===== config.mk =====
export PLATFORM = sky130hd
export DESIGN_NAME = light_and_fog_shading_core
export DESIGN_NICKNAME = d
export VERILOG_FILES = /design/src/rtl/core/lfs_pkg.sv /design/src/rtl/core/light_and_fog_shading_core.sv
export SDC_FILE = /design/constraint.sdc
export NUM_CORES = 2
export LEC_CHECK = 0
export BUFFER_PORTS_ARGS = -buffer_cell sky130_fd_sc_hd__buf_4
export CAP_MARGIN = 20
export CORE_ASPECT_RATIO = 0.8
export CORE_MARGIN = 1.5
export CORE_UTILIZATION = 50
export DETAILED_ROUTE_END_ITERATION = 6
export PLACE_DENSITY = 0.69
export SLEW_MARGIN = 20
export SYNTH_ARGS = -nofsm -noshare
export SYNTH_HDL_FRONTEND = slang
export SYNTH_SLANG_ARGS = --single-unit

===== constraint.sdc =====
create_clock -name clk -period 7.7 [get_ports clk]
set_input_delay 1.155 -clock clk [delete_from_list [all_inputs] [get_ports clk]]
set_output_delay 1.155 -clock clk [all_outputs]
set_load 0.005 [all_outputs]

===== src/rtl/core/lfs_pkg.sv =====
// ----------------------------------------------------------------------------
// lfs_pkg
// types and constants of the light and fog shading pipeline
// ----------------------------------------------------------------------------
`default_nettype none

package lfs_pkg;

  localparam int unsigned FULL_LIGHT  = 256;
  localparam int unsigned LIGHT_RANGE = 64;
  localparam int unsigned SHADE_SHIFT = 10;

  // pipeline layout: operand stage, normalize stage, divider setup,
  // one divider stage per quotient bit, two multiply stages
  localparam int unsigned DIV_STEPS = 8;
  localparam int unsigned STG_DIV0  = 3;
  localparam int unsigned STG_M1    = STG_DIV0 + DIV_STEPS;
  localparam int unsigned STG_OUT   = STG_M1 + 1;
  localparam int unsigned NSTG      = STG_OUT + 1;

  // colors and destination riding along the pipeline
  typedef struct packed {
    logic [7:0] lr;
    logic [7:0] lg;
    logic [7:0] lb;
    logic [7:0] fr;
    logic [7:0] fg;
    logic [7:0] fb;
    logic       act;
  } side_t;

  typedef struct packed {
    logic [32:0] num;   // distance - fog_stop, two's complement
    logic [32:0] den;   // fog_start - fog_stop, two's complement
    logic [23:0] t;     // light diminish term
    logic [8:0]  lvl;
    side_t       side;
  } s1_t;

  typedef struct packed {
    logic [32:0] num;   // sign-normalized numerator
    logic [31:0] den;   // magnitude of denominator
    logic        den_zero;
    logic        num_pos;
    logic [8:0]  li;
    side_t       side;
  } s2_t;

  typedef struct packed {
    logic        done;
    logic [8:0]  q;
    logic [31:0] rem;
    logic [31:0] den;
    logic [8:0]  li;
    side_t       side;
  } div_t;

  typedef struct packed {
    logic [8:0]  u;
    logic [15:0] fog_color;
    logic [7:0]  lr;
    logic [7:0]  lg;
    logic [7:0]  lb;
    logic        act;
  } m1_t;

endpackage

`default_nettype wire


===== src/rtl/core/light_and_fog_shading_core.sv =====
// ----------------------------------------------------------------------------
// light_and_fog_shading_core: diminished light and linear depth fog per column
// throughput one transaction per cycle while the output is not stalled; 8-stage
// restoring fog divider (one quotient bit per stage, one 33-bit compare each)
// stages advance independently, bubbles collapse; reset empties the pipeline
// ----------------------------------------------------------------------------
`default_nettype none

module light_and_fog_shading_core (
  input  wire logic        clk,
  input  wire logic        rst_n,
  // input channel
  input  wire logic        in_valid,
  output logic             in_stall,
  input  wire logic [31:0] in_distance,
  input  wire logic [31:0] in_proj_scale,
  input  wire logic [8:0]  in_light_level,
  input  wire logic [7:0]  in_light_red,
  input  wire logic [7:0]  in_light_green,
  input  wire logic [7:0]  in_light_blue,
  input  wire logic [31:0] in_fog_start,
  input  wire logic [31:0] in_fog_stop,
  input  wire logic [7:0]  in_fog_red,
  input  wire logic [7:0]  in_fog_green,
  input  wire logic [7:0]  in_fog_blue,
  input  wire logic        in_action,
  // result channel
  output logic             out_valid,
  input  wire logic        out_stall,
  output logic [15:0]      out_fog_color,
  output logic [5:0]       out_shade_red,
  output logic [5:0]       out_shade_green,
  output logic [5:0]       out_shade_blue,
  output logic             out_destination
);

  localparam int unsigned NSTG      = lfs_pkg::NSTG;
  localparam int unsigned DIV_STEPS = lfs_pkg::DIV_STEPS;

  // --------------------------------------------------------------------------
  // flow control: a stage loads when it is empty or its successor moves on
  // --------------------------------------------------------------------------
  logic [NSTG-1:0] vld_r;
  logic [NSTG-1:0] vld_nxt;
  logic [NSTG-1:0] vld_shift;
  logic [NSTG:0]   rdy;

  always_comb begin
    rdy[NSTG] = !out_stall;
    for (int i = NSTG - 1; i >= 0; i--) begin
      rdy[i] = !vld_r[i] || rdy[i+1];
    end
  end

  assign vld_shift = {vld_r[NSTG-2:0], in_valid};

  always_comb begin
    for (int i = 0; i < NSTG; i++) begin
      vld_nxt[i] = rdy[i] ? vld_shift[i] : vld_r[i];
    end
  end

  always_ff @(posedge clk) begin
    if (!rst_n) begin
      vld_r <= '0;
    end else begin
      vld_r <= vld_nxt;
    end
  end

  assign in_stall = !rdy[0];

  // --------------------------------------------------------------------------
  // stage 1: fog differences and the light diminish product
  // --------------------------------------------------------------------------
  lfs_pkg::s1_t s1_r, s1_nxt;
  logic [9:0]   diff_w;
  logic [40:0]  dim_prod;

  always_comb begin
    // 256 - level; only used when level <= 256, so it fits nine bits
    diff_w   = 10'(lfs_pkg::FULL_LIGHT) - {1'b0, in_light_level};
    dim_prod = {32'b0, diff_w[8:0]} * {9'b0, in_proj_scale};

    s1_nxt.num      = {in_distance[31], in_distance} - {in_fog_stop[31], in_fog_stop};
    s1_nxt.den      = {in_fog_start[31], in_fog_start} - {in_fog_stop[31], in_fog_stop};
    s1_nxt.t        = dim_prod[40:17];   // product / 2, then drop 16 fraction bits
    s1_nxt.lvl      = in_light_level;
    s1_nxt.side.lr  = in_light_red;
    s1_nxt.side.lg  = in_light_green;
    s1_nxt.side.lb  = in_light_blue;
    s1_nxt.side.fr  = in_fog_red;
    s1_nxt.side.fg  = in_fog_green;
    s1_nxt.side.fb  = in_fog_blue;
    s1_nxt.side.act = in_action;
  end

  always_ff @(posedge clk) begin
    if (rdy[0]) begin
      s1_r <= s1_nxt;
    end
  end

  // --------------------------------------------------------------------------
  // stage 2: sign-normalize the fog ratio, clamp the diminished light
  // --------------------------------------------------------------------------
  lfs_pkg::s2_t s2_r, s2_nxt;
  logic [32:0]  den_abs;
  logic [6:0]   lim;
  logic         bright;

  always_comb begin
    // a negative denominator flips both signs
    den_abs        = s1_r.den[32] ? (~s1_r.den + 33'd1) : s1_r.den;
    s2_nxt.num     = s1_r.den[32] ? (~s1_r.num + 33'd1) : s1_r.num;
    s2_nxt.den     = den_abs[31:0];
    s2_nxt.den_zero = (s1_r.den == '0);
    s2_nxt.num_pos = !s1_r.num[32] && (s1_r.num != '0);
    s2_nxt.side    = s1_r.side;

    // light floor is level - min(level, 64)
    bright = (s1_r.lvl > 9'(lfs_pkg::FULL_LIGHT));
    lim    = (s1_r.lvl >= 9'(lfs_pkg::LIGHT_RANGE)) ? 7'(lfs_pkg::LIGHT_RANGE)
                                                     : s1_r.lvl[6:0];
    priority if (bright) begin
      // above full bright the term raises the level, so it clamps at the top
      s2_nxt.li = 9'(lfs_pkg::FULL_LIGHT);
    end else if (s1_r.t > {17'b0, lim}) begin
      s2_nxt.li = s1_r.lvl - {2'b0, lim};
    end else begin
      s2_nxt.li = s1_r.lvl - s1_r.t[8:0];
    end
  end

  always_ff @(posedge clk) begin
    if (rdy[1]) begin
      s2_r <= s2_nxt;
    end
  end

  // --------------------------------------------------------------------------
  // stage 3: fraction special cases, divider setup
  // --------------------------------------------------------------------------
  lfs_pkg::div_t s3_r, s3_nxt;

  always_comb begin
    s3_nxt.den  = s2_r.den;
    s3_nxt.li   = s2_r.li;
    s3_nxt.side = s2_r.side;
    s3_nxt.rem  = s2_r.num[31:0];
    s3_nxt.done = 1'b1;
    s3_nxt.q    = '0;
    priority if (s2_r.den_zero) begin
      // equal start and stop: step function on the numerator sign
      s3_nxt.q = s2_r.num_pos ? 9'(lfs_pkg::FULL_LIGHT) : 9'd0;
    end else if (s2_r.num[32]) begin
      s3_nxt.q = 9'd0;
    end else if (s2_r.num[31:0] >= s2_r.den) begin
      s3_nxt.q = 9'(lfs_pkg::FULL_LIGHT);
    end else begin
      s3_nxt.done = 1'b0;
    end
  end

  always_ff @(posedge clk) begin
    if (rdy[2]) begin
      s3_r <= s3_nxt;
    end
  end

  // --------------------------------------------------------------------------
  // stages 4..11: restoring divider, one quotient bit per stage
  // --------------------------------------------------------------------------
  function automatic lfs_pkg::div_t div_step(input lfs_pkg::div_t d);
    lfs_pkg::div_t r;
    logic [32:0]   r2;
    logic [32:0]   diff;
    logic          ge;
    r    = d;
    r2   = {d.rem, 1'b0};
    diff = r2 - {1'b0, d.den};
    ge   = (r2 >= {1'b0, d.den});
    if (!d.done) begin
      r.rem = ge ? diff[31:0] : r2[31:0];
      r.q   = {d.q[7:0], ge};
    end
    return r;
  endfunction

  lfs_pkg::div_t dv_r   [DIV_STEPS];
  lfs_pkg::div_t dv_nxt [DIV_STEPS];

  always_comb begin
    dv_nxt[0] = div_step(s3_r);
    for (int k = 1; k < DIV_STEPS; k++) begin
      dv_nxt[k] = div_step(dv_r[k-1]);
    end
  end

  always_ff @(posedge clk) begin
    for (int k = 0; k < DIV_STEPS; k++) begin
      if (rdy[lfs_pkg::STG_DIV0 + k]) begin
        dv_r[k] <= dv_nxt[k];
      end
    end
  end

  // --------------------------------------------------------------------------
  // stage 12: fogged light level and packed fog color
  // --------------------------------------------------------------------------
  lfs_pkg::m1_t m1_r, m1_nxt;
  logic [8:0]   frac;
  logic [8:0]   fog_w;
  logic [17:0]  u_full;
  logic [16:0]  red_w, grn_w, blu_w;

  always_comb begin
    frac   = dv_r[DIV_STEPS-1].q;
    fog_w  = 9'(lfs_pkg::FULL_LIGHT) - frac;
    u_full = {9'b0, dv_r[DIV_STEPS-1].li} * {9'b0, frac};
    red_w  = {9'b0, dv_r[DIV_STEPS-1].side.fr} * {8'b0, fog_w};
    grn_w  = {9'b0, dv_r[DIV_STEPS-1].side.fg} * {8'b0, fog_w};
    blu_w  = {9'b0, dv_r[DIV_STEPS-1].side.fb} * {8'b0, fog_w};

    m1_nxt.u         = u_full[16:8];
    // 5-5-5 with a dead bit between green and blue
    m1_nxt.fog_color = {red_w[15:11], grn_w[15:11], 1'b0, blu_w[15:11]};
    m1_nxt.lr        = dv_r[DIV_STEPS-1].side.lr;
    m1_nxt.lg        = dv_r[DIV_STEPS-1].side.lg;
    m1_nxt.lb        = dv_r[DIV_STEPS-1].side.lb;
    m1_nxt.act       = dv_r[DIV_STEPS-1].side.act;
  end

  always_ff @(posedge clk) begin
    if (rdy[lfs_pkg::STG_M1]) begin
      m1_r <= m1_nxt;
    end
  end

  // --------------------------------------------------------------------------
  // stage 13: shade multipliers into the output register
  // --------------------------------------------------------------------------
  logic [16:0] sr_prod, sg_prod, sb_prod;

  always_comb begin
    sr_prod = {8'b0, m1_r.u} * {9'b0, m1_r.lr};
    sg_prod = {8'b0, m1_r.u} * {9'b0, m1_r.lg};
    sb_prod = {8'b0, m1_r.u} * {9'b0, m1_r.lb};
  end

  always_ff @(posedge clk) begin
    if (rdy[lfs_pkg::STG_OUT]) begin
      out_fog_color   <= m1_r.fog_color;
      out_shade_red   <= sr_prod[lfs_pkg::SHADE_SHIFT +: 6];
      out_shade_green <= sg_prod[lfs_pkg::SHADE_SHIFT +: 6];
      out_shade_blue  <= sb_prod[lfs_pkg::SHADE_SHIFT +: 6];
      out_destination <= m1_r.act;
    end
  end

  assign out_valid = vld_r[lfs_pkg::STG_OUT];

endmodule

`default_nettype wire


==> results.py <==
metrics = {
    "setup_path": {
        "critPathSlowestCell": "or4_1",
        "startpoint_type": "input port",
        "required_ns": 8.23,
        "critical_path_peak_fanout": 5,
        "end_kind": "flip-flop",
        "r2r-start": "dv_r[1][519]",
        "crit_top_cell": "fa_1",
        "worstPathArrival_ns": 7.70,
        "critPathKind": "input port to flip-flop",
        "path_cells": "buf_4, or4_1, nor4_1, xnor2_1, and2_1, fa_1, fa_1, fa_1, inv_1, fa_1, inv_1, ha_1, a21o_1, a21oi_1, o21ai_0, a221oi_1, o21ai_0, buf_4, a31oi_1, a21o_1, nor3_1, a2111oi_1, o21ai_0, xor2_1",
        "crit_start": "in_light_level[3]",
        "cp_slowest_stage_delay_ns": 0.56,
        "r2r.worst_path.cells": 20,
    },
    "finish": {
        "syn2layout_area_growth_pct": 11.0,
        "layout-drive-gt1-share": 0.0923,
        "final_cell_mix": "edfxtp_1, inv_1, nand2_1",
        "layout_commonest_cell": "edfxtp_1",
        "fin_util": 0.558,
        "fin_area_um2": 100000,
        "fin_nets": 9301,
        "n_antenna_cell": 0,
    },
    "logic_synthesis": {
        "async_flop_share": 0,
        "syn_inst": 7716,
        "syn_area_per_cell_um2": 11.7,
        "syn_nets": 9066,
        "synth_warnings": 0,
        "synth_ff_type": "edfxtp_1",
        "synth_area_um2": 90300,
        "yosysUniqueCellTypes": 81,
        "ys_ff_latch": 1456,
        "synth_edf_count": 1443,
        "synth.yosys.seq_area_share": 0.483,
    },
    "cts": {
        "cts_tree": "yes",
        "numCtsBuffers": 147,
        "clock_path_buffers": 3,
        "worst_skew_pair.late_latency_ns": 0.79,
        "path_clk_slew_ns": 0.07,
        "root_buffer": "clkbuf_16",
        "clock-sinks": 1456,
        "htree_levels": 4,
        "postCtsResizedCells": 0,
        "cts_setup_buffers": 0,
        "ctsHoldBuffers": 0,
    },
    "place": {
        "dpl_cell_area_um2": 95000,
        "pre_cts_slack_ns": -0.141,
        "dpl.hpwl_um": 135000,
        "port_buffers": 225,
        "finalWeightedCongestion": 0.926,
    },
    "floorplanning": {
        "die_area_um2": 183000,
        "num_rows": 139,
        "start_util": 0.503,
        "io_pins": 227,
        "coreArea_um2": 179000,
        "die_w_um": 478,
        "dieHeight_um": 383,
    },
    "routing": {
        "via_count": 55500,
        "detail_route.wl_per_cell_um": 17.3,
        "routed_wl_um": 181000,
        "drt_iter0_drc": 3380,
        "viasPerCell": 5.31,
        "drtPass1Iterations": 5,
        "drc": 0,
        "antenna_left": 0,
    },
    "power_and_ir_drop": {
        "clkPwrFrac": 0.164,
        "swShare": 0.399,
        "p_comb_frac": 0.549,
        "p_int_w": 0.0275,
        "leakage_nw": 43.9,
        "ir_drop_mv": 0.419,
        "seqPwrFrac": 0.287,
        "p_sw_w": 0.0182,
        "powerDensity_nw_per_um2": 456,
    },
    "sta": {
        "finalHoldViolCount": 0,
        "skew_ns": 0.0522,
        "fin_ws_ns": 0.538,
        "slew_headroom": 0.295,
        "fin_tns_setup_ns": 0,
        "rsz0062_at_grt": "false",
        "fmax_mhz": 140,
        "finalSetupViolations": 0,
        "slew_viol_final": 0,
        "worstMarginPinSlew_ns": 1.06,
        "finalCriticalPeriod_ns": 7.16,
        "fin_crit_sh": 0.930,
    },
    "grt": {
        "grt.total_usage": 0.199,
        "grt_max_degree": 132,
        "antenna_found_initial": 3,
        "grt_pass1_vias": 56400,
        "grt_pass1_wl_um": 296000,
        "grt_util_met2": 0.313,
        "gr-usage-met1": 0.287,
        "top_usage_layer": "met2",
        "gr-usage-met3": 0.0298,
        "grt.overflow.total": 0,
    },
    "hold_path": {
        "worstHoldPathType": "flip-flop to flip-flop",
        "whs_path_depth": 0,
        "min_from": "dv_r[0][311]",
    },
    "job": {
        "drv_cap": 0,
    },
    "run_status": {
        "status": "finished clean",
    },
}
-- flip-flops by register name (all words and copies together), names as in the netlist --
name and count:
dv_nxt 91, dv_r 963, m1_r 49, out_destination 1, out_fog_color 15, out_shade_blue 6, out_shade_green 6, out_shade_red 6
s1_r 148, s2_r 125, s3_r 33, vld_r 13
-- through the flow --
stage	instances	hold WS, ns	power [W]
global placement	10200	0.401	0.0373
global route	10500	0.405	0.0501
finish	10500	0.403	0.0457
CTS	10500	0.402	0.0459
floorplan	7716	0.400	0.0321
detailed placement	10200	0.405	0.0381
-- worst max-delay path: cells and delay by family --
kind | cells | cell delay, ns
AOI/OAI and AO/OA | 9 | 2.15
xor gates and xnor gates | 2 | 0.48
adders and majority gates | 5 | 2.35
buffers and inverters | 4 | 0.38
and+or+nand+nor | 4 | 1.16
-- power groups by stage --
stage	Clock [W]	Combinational [W]	Sequential [W]
final	0.00748	0.0251	0.0131
after CTS	0.00768	0.0251	0.0131
after detailed placement	0	0.0248	0.0133
after floorplan	0	0.0196	0.0125
after global routing	0.00798	0.0288	0.0134
after global placement	0	0.0241	0.0132
-- synth_stat cells (all sizes together) (14+ instances only) --
cell,count,area (um^2)
mux2,146,1640
and2,426,2670
or3,40,265
o31ai,38,299
xnor2,274,2400
a31o,19,166
nand2b,57,357
nor4,21,131
nor3b,37,278
xor2,119,1040
a31oi,49,307
a21boi,14,105
buf,22,87.6
nor2,295,1110
a221o,38,380
ha,652,8160
edfxtp,1443,43300
o21bai,32,240
nor3,62,310
mux2i,43,430
o21ai,294,1470
inv,1007,3780
nand2,685,2570
o21a,56,420
nand4,53,332
nand3,74,370
a211oi,41,308
o31a,14,123
fa,508,10200
o211ai,22,165
clkbuf,209,785
a21oi,415,2080
nor2b,106,663
a21o,177,1330
and3,39,244
-- cell type report --
class / instances / area, um^2
Clock inverter: 85 / 1270
Inverter: 1007 / 3790
Sequential cell: 1456 / 43600
Fill cell: 14800 / 79300
Multi-Input combinational cell: 5022 / 42200
Tap cell: 2397 / 3000
Timing Repair Buffer: 317 / 2450
Clock buffer: 185 / 3910
-- logic make-up after synthesis --
| family | Yosys count | share of synthesized area |
|---|---|---|
| DFF | 1456 | 0.483 |
| xor gates and xnor gates | 393 | 0.0381 |
| buffers and inverters | 1238 | 0.0515 |
| muxes | 189 | 0.0230 |
| and+or+nand+nor | 1953 | 0.108 |
| AOI/OAI and AO/OA | 1325 | 0.0934 |
| other | 2 | 0.0000832 |
| adders and majority gates | 1160 | 0.203 |
-- layer usage --
layer	share of wire	up-vias
met3	0.050	270
met5	0.000094	-
li1	-	27300
met1	0.48	26600
met2	0.44	1410
met4	0.027	2
-- worst paths after layout --
path / end / slack (ns)
setup / recovery: s1_r[80] / 0.54
hold / removal: dv_r[0][443] / 0.40
setup reg to reg: m1_r[29] / 1.37
hold reg to reg: dv_r[0][443] / 0.40
No activity file was read; power rests on OpenSTA's default activity.
